File: src/rtl/lifo_stack_with_search_core_macros.svh
// ----------------------------------------------------------------------------
// lifo stack with search: assertion macros
// concurrent checks clocked on clk, with or without the reset gate
// ----------------------------------------------------------------------------
`ifndef LIFO_STACK_WITH_SEARCH_CORE_MACROS_SVH
`define LIFO_STACK_WITH_SEARCH_CORE_MACROS_SVH

// check gated off while arst_n is low
`define LFS_ASSERT(lbl, prop, msg) \
	lbl: assert property (@(posedge clk) disable iff (!arst_n) (prop)) else $error(msg);

// check that also holds during reset
`define LFS_ASSERT_ALWAYS(lbl, prop, msg) \
	lbl: assert property (@(posedge clk) (prop)) else $error(msg);

`endif

File: src/rtl/lfs_pkg.sv
// ----------------------------------------------------------------------------
// lfs_pkg
// operation codes, field widths and shared types of the lifo stack
// ----------------------------------------------------------------------------
`timescale 1ns / 1ps
`default_nettype none

package lfs_pkg;

	localparam int WORD_W  = 32;
	localparam int FUNC_W  = 2;
	localparam int CNT_OUT_W = 7;
	localparam int OUT_DATA_W = 48;

	localparam logic [FUNC_W-1:0] FN_PUSH = 2'd0;
	localparam logic [FUNC_W-1:0] FN_POP  = 2'd1;
	localparam logic [FUNC_W-1:0] FN_FIND = 2'd2;

	typedef struct packed {
		logic wr_en;
		logic rd_en;
	} mem_ctl_t;

endpackage

`default_nettype wire

File: src/rtl/lifo_stack_with_search_core.sv
// ----------------------------------------------------------------------------
// lifo_stack_with_search_core
// bounded lifo of signed words with push, pop and a contains search
// ----------------------------------------------------------------------------
//  channel | dir | tdata                                   | tuser
//  s_*     | in  | value[31:0]                             | func[1:0]
//  m_*     | out | data_out, found, underflow, overflow,   | data_valid
//          |     | count[6:0], empty_res                   |
//
//  push, no-op, refused push, pop leaving the stack empty, search of empty: result registered as taken
//  pop leaving words behind: the new top is then read back from the store in ST_POP_RD
//  search: ST_SRCH reads one stored word per cycle through the single
//  read port and one comparator, stopping at the first match
//  no clearing pass after reset, the store is only read below the fill count
//  the next item is taken only in ST_IDLE while the output register is empty or draining
// ----------------------------------------------------------------------------
`timescale 1ns / 1ps
`default_nettype none
`include "lifo_stack_with_search_core_macros.svh"

module lifo_stack_with_search_core #(
	parameter int DEPTH = 64
) (
	input  wire         clk,
	input  wire         arst_n,
	input  wire         s_tvalid,
	output logic        s_tready,
	input  wire  [31:0] s_tdata,  // value[31:0]
	input  wire  [1:0]  s_tuser,  // func[1:0]
	output logic        m_tvalid,
	input  wire         m_tready,
	output logic [47:0] m_tdata,  // data_out[31:0], found, underflow, overflow,
	                              // count[41:35], empty_res, zero pad
	output logic [0:0]  m_tuser   // data_valid
);

	localparam int AW = $clog2(DEPTH);
	localparam int CW = $clog2(DEPTH + 1);
	localparam int WW = lfs_pkg::WORD_W;

	typedef enum logic [1:0] {
		ST_IDLE,
		ST_POP_RD,
		ST_SRCH
	} state_t;

	state_t                 state_q;
	logic [CW-1:0]          count_q;
	logic signed [WW-1:0]   top_q;
	logic signed [WW-1:0]   val_q;
	logic [AW-1:0]          idx_q;
	logic                   more_q;
	logic                   pend_q;
	logic                   m_tvalid_q;
	logic [47:0]            m_tdata_q;
	logic                   m_tuser_q;

	logic                   out_free;
	logic                   acc;
	logic [lfs_pkg::FUNC_W-1:0] func;
	logic signed [WW-1:0]   value;
	logic                   full;
	logic                   empty;
	logic [CW-1:0]          cnt_m2;
	logic                   eq;

	lfs_pkg::mem_ctl_t      mem_ctl;
	logic [AW-1:0]          rd_addr;
	logic signed [WW-1:0]   rd_data;

	logic                   emit_en;
	logic signed [WW-1:0]   e_word;
	logic                   e_valid;
	logic                   e_found;
	logic                   e_under;
	logic                   e_over;
	logic [CW-1:0]          cnt_n;
	logic [CW+6:0]          cnt_wide;
	logic [6:0]             cnt7;
	logic signed [WW-1:0]   dout;

	assign out_free = !m_tvalid_q || m_tready;
	assign s_tready = (state_q == ST_IDLE) && out_free;
	assign acc      = s_tvalid && s_tready;
	assign func     = s_tuser;
	assign value    = s_tdata;
	assign full     = count_q == CW'(DEPTH);
	assign empty    = count_q == '0;
	assign cnt_m2   = count_q - CW'(2);
	assign eq       = rd_data == val_q;

	assign m_tvalid = m_tvalid_q;
	assign m_tdata  = m_tdata_q;
	assign m_tuser  = m_tuser_q;

	always_comb begin
		mem_ctl.wr_en = acc && (func == lfs_pkg::FN_PUSH) && !full;
		mem_ctl.rd_en = 1'b0;
		rd_addr       = idx_q;
		case (state_q)
			ST_IDLE: begin
				rd_addr = cnt_m2[AW-1:0];
				mem_ctl.rd_en = acc && (func == lfs_pkg::FN_POP) && (count_q > CW'(1));
			end
			ST_SRCH: begin
				mem_ctl.rd_en = more_q;
			end
			default: ;
		endcase
	end

	lfs_mem #(
		.DEPTH(DEPTH),
		.AW   (AW)
	) u_mem (
		.clk    (clk),
		.ctl    (mem_ctl),
		.wr_addr(count_q[AW-1:0]),
		.wr_data(value),
		.rd_addr(rd_addr),
		.rd_data(rd_data)
	);

	always_comb begin
		emit_en = 1'b0;
		e_word  = top_q;
		e_valid = !empty;
		e_found = 1'b0;
		e_under = 1'b0;
		e_over  = 1'b0;
		cnt_n   = count_q;
		case (state_q)
			ST_IDLE: begin
				if (acc) begin
					emit_en = 1'b1;
					case (func)
						lfs_pkg::FN_PUSH: begin
							if (full) begin
								e_over = 1'b1;
							end else begin
								cnt_n   = count_q + CW'(1);
								e_word  = value;
								e_valid = 1'b1;
							end
						end
						lfs_pkg::FN_POP: begin
							if (empty) begin
								e_under = 1'b1;
							end else begin
								cnt_n = count_q - CW'(1);
							end
						end
						lfs_pkg::FN_FIND: begin
							emit_en = empty;
						end
						default: ;
					endcase
				end
			end
			ST_SRCH: begin
				if (pend_q && (eq || !more_q)) begin
					emit_en = 1'b1;
					e_found = eq;
				end
			end
			default: ;
		endcase
	end

	assign cnt_wide = {7'd0, cnt_n};
	assign cnt7     = cnt_wide[6:0];
	assign dout     = e_valid ? e_word : '0;

	always_ff @(posedge clk or negedge arst_n) begin
		if (!arst_n) begin
			state_q    <= ST_IDLE;
			count_q    <= '0;
			top_q      <= '0;
			val_q      <= '0;
			idx_q      <= '0;
			more_q     <= 1'b0;
			pend_q     <= 1'b0;
			m_tvalid_q <= 1'b0;
			m_tdata_q  <= '0;
			m_tuser_q  <= 1'b0;
		end else begin
			count_q <= cnt_n;
			if (m_tvalid_q && m_tready) begin
				m_tvalid_q <= 1'b0;
			end
			if (emit_en) begin
				m_tvalid_q <= 1'b1;
				m_tdata_q  <= {5'd0, cnt_n == '0, cnt7, e_over, e_under, e_found, dout};
				m_tuser_q  <= e_valid;
			end
			case (state_q)
				ST_IDLE: begin
					if (acc) begin
						if (func == lfs_pkg::FN_PUSH && !full) begin
							top_q <= value;
						end
						if (func == lfs_pkg::FN_POP && count_q > CW'(1)) begin
							state_q <= ST_POP_RD;
						end
						if (func == lfs_pkg::FN_FIND && !empty) begin
							val_q   <= value;
							idx_q   <= cnt_m2[AW-1:0] + AW'(1);
							more_q  <= 1'b1;
							pend_q  <= 1'b0;
							state_q <= ST_SRCH;
						end
					end
				end
				ST_POP_RD: begin
					top_q   <= rd_data;
					state_q <= ST_IDLE;
				end
				ST_SRCH: begin
					if (more_q) begin
						idx_q  <= idx_q - AW'(1);
						more_q <= idx_q != '0;
					end
					pend_q <= more_q;
					if (pend_q && (eq || !more_q)) begin
						more_q  <= 1'b0;
						pend_q  <= 1'b0;
						state_q <= ST_IDLE;
					end
				end
				default: begin
					state_q <= ST_IDLE;
				end
			endcase
		end
	end

	`LFS_ASSERT(a_count_bound, count_q <= CW'(DEPTH), "fill count above depth")
	`LFS_ASSERT(a_busy_not_ready, (state_q != ST_IDLE) |-> !s_tready, "ready while busy")
	`LFS_ASSERT(a_srch_out_empty, (state_q == ST_SRCH) |-> !m_tvalid_q, "result pending in search")
	`LFS_ASSERT(a_valid_not_empty, (m_tvalid && !m_tdata[42]) |-> m_tuser[0],
		"no valid word on non-empty stack")
	`LFS_ASSERT(a_pop_rd_once, (state_q == ST_POP_RD) |=> (state_q == ST_IDLE),
		"top reload longer than one cycle")

endmodule

`default_nettype wire

File: src/rtl/lfs_mem.sv
// ----------------------------------------------------------------------------
// lfs_mem
// word store of the stack: one write port, one read port with registered data
// ----------------------------------------------------------------------------
`timescale 1ns / 1ps
`default_nettype none

module lfs_mem #(
	parameter int DEPTH = 64,
	parameter int AW = 6
) (
	input  wire                            clk,
	input  wire lfs_pkg::mem_ctl_t         ctl,
	input  wire [AW-1:0]                   wr_addr,
	input  wire signed [lfs_pkg::WORD_W-1:0] wr_data,
	input  wire [AW-1:0]                   rd_addr,
	output logic signed [lfs_pkg::WORD_W-1:0] rd_data
);

	logic signed [lfs_pkg::WORD_W-1:0] mem [DEPTH];

	always_ff @(posedge clk) begin
		if (ctl.wr_en) begin
			mem[wr_addr] <= wr_data;
		end
	end

	always_ff @(posedge clk) begin
		if (ctl.rd_en) begin
			rd_data <= mem[rd_addr];
		end
	end

endmodule

`default_nettype wire

File: config.mk
export PLATFORM = sky130hd
export DESIGN_NAME = lifo_stack_with_search_core
export DESIGN_NICKNAME = d
export VERILOG_FILES = /design/src/rtl/lfs_pkg.sv /design/src/rtl/lifo_stack_with_search_core.sv /design/src/rtl/lfs_mem.sv
export VERILOG_INCLUDE_DIRS = /design/src /design/src/rtl
export SDC_FILE = /design/constraint.sdc
export NUM_CORES = 2
export LEC_CHECK = 0
export BUFFER_PORTS_ARGS = -buffer_cell sky130_fd_sc_hd__buf_2
export CAP_MARGIN = 20
export CELL_PAD_IN_SITES_DETAIL_PLACEMENT = 1
export CELL_PAD_IN_SITES_GLOBAL_PLACEMENT = 1
export CORE_MARGIN = 2
export CORE_UTILIZATION = 30
export DETAILED_ROUTE_END_ITERATION = 8
export PLACE_DENSITY = 0.45
export SYNTH_ARGS = -nofsm -noshare
export SYNTH_HDL_FRONTEND = slang
export SYNTH_SLANG_ARGS = --single-unit
File: constraint.sdc
create_clock -name clk -period 10.5 [get_ports clk]
set_clock_uncertainty 0.05 [all_clocks]
set_input_delay 1.05 -clock clk [delete_from_list [all_inputs] [get_ports clk]]
set_output_delay 1.05 -clock clk [all_outputs]
set_load 0.02 [all_outputs]
==> impl_metrics.env <==
export IMPL_ios=89
export IMPL_cp_end_kind="flip-flop"
export IMPL_vdd_ir_drop_max_uv=137.5
export IMPL_timing_fmax_mhz=178.5
export IMPL_dieArea_um2=292000
export IMPL_start_util_pct=30.21
export IMPL_cts_setup_buffers=0
export IMPL_grt_overflow=0
export IMPL_numCtsBuffers=243
export IMPL_cts_sinks=2206
export IMPL_rsz0062_at_grt="no"
export IMPL_path_max_fanout=97
export IMPL_cap_violations=0
export IMPL_clk_pin_slew_ps=60
export IMPL_die_h_um=540.4
export IMPL_crit_chain="or3_1 -> nand2_8 -> buf_4 -> buf_12 -> mux2i_1 -> o22ai_1 -> or4_1 -> o31ai_1 -> nor4_1"
export IMPL_antenna_found_initial=21
export IMPL_cts_tree="yes"
export IMPL_synth_common_cells="edfxtp_1, nand2_1, mux2i_1"
export IMPL_holdBufCountCts=0
export IMPL_avgSynthCellArea_um2=16.64
export IMPL_synth_edf_count=2080
export IMPL_wl_um=318200
export IMPL_drc=0
export IMPL_synthArstFlopShare_pct=5.712
export IMPL_post_route_period_util_pct=53.37
export IMPL_status="complete, but fails checks"
export IMPL_synthTopCellsByArea="edfxtp_1, mux2i_1, mux4_2"
export IMPL_yosysTopAreaCellShare_pct=72.37
export IMPL_antenna_left=0
export IMPL_hold_path_class="input port to async pin"
export IMPL_cts_root_buffer="clkbuf_16"
export IMPL_drive_gt1_share_pct=16.38
export IMPL_reg2reg_slack_ps=4900
export IMPL_reg2reg_depth=9
export IMPL_dr_total_vias=49450
export IMPL_grt_pass1_wl_um=437000
export IMPL_hold_violations=0
export IMPL_leakage_nw=31.99
export IMPL_via_per_inst=5.289
export IMPL_crit_path_end="u_mem.rd_data[22]$_DFFE_PP_"
export IMPL_drt_first_iter_violations=4488
export IMPL_yosysTopAreaCell="edfxtp_1"
export IMPL_r2r_start="state_q[1]$_DFFE_PN0P_"
export IMPL_critPathMaxStageDelay_ps=730
export IMPL_failed_checks="slew limit"
export IMPL_post_synth_num_cell_types=79
export IMPL_clk_latency_ps=900
export IMPL_synth_most_common_cell="edfxtp_1"
export IMPL_h_tree_depth=4
export IMPL_tightest_slew_ps=1544
export IMPL_timing_rr_end="u_mem.rd_data[22]$_DFFE_PP_"
export IMPL_rows=196
export IMPL_cp_data_arrival_time_ps=6160
export IMPL_finalWeightedCongestion=0.7798
export IMPL_relSlewSlack_pct=-2.915
export IMPL_slew_violations=1
export IMPL_layout_min_cycle_time_ps=5603
export IMPL_cp_data_required_time_ps=11050
export IMPL_critical_path_startpoint="state_q[1]$_DFFE_PN0P_"
export IMPL_die_w_um=540.4
export IMPL_design_core_area_um2=285700
export IMPL_powerDensity_nw_per_um2=180.3
export IMPL_grt_total_usage_pct=21.47
export IMPL_cp_slowest_cell="o31ai_1"
export IMPL_ys_seq_elements=2206
export IMPL_critPathKind="flip-flop to flip-flop"
export IMPL_finalPower_w=0.01793
export IMPL_startpoint_type="flip-flop"
export IMPL_first_pass_iters=5
export IMPL_setup_violations=0
export IMPL_cts_buffer_depth=4
export IMPL_yosys_warnings=0
export IMPL_synth_flop_cell="edfxtp_1"
export IMPL_syn_inst=5188
export IMPL_grt_max_degree=130
export IMPL_avgRoutedWirePerCell_um=34.03
export IMPL_syn_cell_area_um2=86310
export IMPL_fin_nets=5444
export IMPL_cts_resized=0
export IMPL_portBuffers=83
export IMPL_fin_tns_setup_ps=0
export IMPL_ys_seq_area_share_pct=76.02
export IMPL_dp_hpwl_um=180100
export IMPL_syn_to_final_growth_pct=15.26
export IMPL_first_global_vias=50870
## through the flow
stage,instances,area [µm²],utilization [%],hold slack (ps),setup WS (ps)
after floorplan,5192,86330,-,449.5,6144
after global placement,8906,92110,32.24,407.5,4804
after detailed placement,8910,92140,32.25,419.8,4754
after CTS,9340,99430,34.80,98.71,4787
after global routing,9344,99470,34.82,137.0,4685
final,9350,99480,34.82,107.0,4897
## final cells by class
type                            instances  area, µm²
Clock inverter                        122      907.1
Sequential cell                      2206      65610
Fill cell                           28710     186200
Timing Repair Buffer                  275       1956
Inverter                                9      33.78
Antenna cell                            7      17.52
Multi-Input combinational cell       2661      19860
Tap cell                             3762       4707
Clock buffer                          308       6387
## critical path: cells and delay by family, from the launching register on
family	cells	cell delay (ps)
compound gates	2	840
buf+inv	2	1110
flops	1	590
mux	1	260
simple gates	4	2120
## where the power goes
part           switching, W  internal [W]  leakage, nW
Clock               0.00353       0.00457         3.57
Combinational      0.000186     0.0000216         8.21
Sequential       0.00000340       0.00962         20.2
## how the worst min path moves through the flow
| stage | endpoint | slack [ps] | cells past startpoint |
|---|---|---|---|
| after floorplan | val_q[2]$_DFFE_PN0P_ | 450 | 1 |
| after CTS | idx_q[5]$_DFFE_PN0P_ | 100 | 1 |
| final | idx_q[5]$_DFFE_PN0P_ | 110 | 1 |
| after global placement | m_tuser$_DFFE_PN0P_ | 410 | 2 |
| after detailed placement | m_tdata[14]$_DFFE_PN0P_ | 420 | 2 |
| after global routing | idx_q[5]$_DFFE_PN0P_ | 140 | 1 |
## kinds of logic after synthesis
| kind of cell | Yosys count | synth area share, % |
|---|---|---|
| DFF | 2206 | 76.02 |
| xor gates and xnor gates | 42 | 0.4262 |
| adders and majority gates | 10 | 0.1450 |
| AOI/OAI and AO/OA | 815 | 6.364 |
| buffers and inverters | 325 | 1.834 |
| muxes | 570 | 8.937 |
| and+or+nand+nor | 1219 | 6.270 |
| other | 1 | 0.004345 |
## sequential cells by signal, summed over array words and instances, names as in the netlist
name,flops
m_tuser,1
m_tvalid,1
u_mem.rd_data,32
u_mem.mem,2048
val_q,32
m_tdata,43
pend_q,1
more_q,1
state_q,2
idx_q,6
count_q,7
top_q,32
## metal layers
layer	GRT usage, %	share of wire [%]
met5	0	0.0060
met4	4.676	2.2
met3	2.619	4.3
met2	35.85	48
met1	29.87	45
## placed cells by master, fill, tap and decap left out, types with 13 or more instances in the layout
| cell type | Yosys | layout |
|---|---|---|
| bufinv_16 | 0 | 13 |
| clkbuf_16 | 0 | 245 |
| nand2_1 | 737 | 732 |
| o22ai_1 | 99 | 99 |
| buf_2 | 110 | 85 |
| clkinv_2 | 0 | 38 |
| a21oi_1 | 229 | 229 |
| o32ai_1 | 16 | 16 |
| or2_2 | 18 | 18 |
| nor2_1 | 128 | 58 |
| mux4_2 | 156 | 156 |
| a32oi_1 | 65 | 65 |
| o21ai_0 | 66 | 65 |
| nand3_1 | 82 | 80 |
| nor3_1 | 40 | 40 |
| edfxtp_1 | 2080 | 2080 |
| or4_1 | 39 | 39 |
| nor2_4 | 1 | 72 |
| dfrtp_1 | 126 | 126 |
| clkbuf_1 | 131 | 61 |
| xor2_1 | 34 | 34 |
| a22o_1 | 30 | 30 |
| mux2i_1 | 369 | 368 |
| a22oi_1 | 74 | 73 |
| a31oi_1 | 63 | 61 |
| a211oi_1 | 13 | 13 |
| buf_4 | 44 | 181 |
| mux2_2 | 45 | 45 |
| o31ai_1 | 18 | 18 |
| and3_1 | 73 | 73 |
| o221ai_1 | 32 | 32 |
| a211o_1 | 18 | 18 |
| clkinv_1 | 0 | 61 |
| nand4_1 | 14 | 14 |
| nor4_1 | 36 | 36 |
Note: power is estimated with default switching activity, not from simulation.
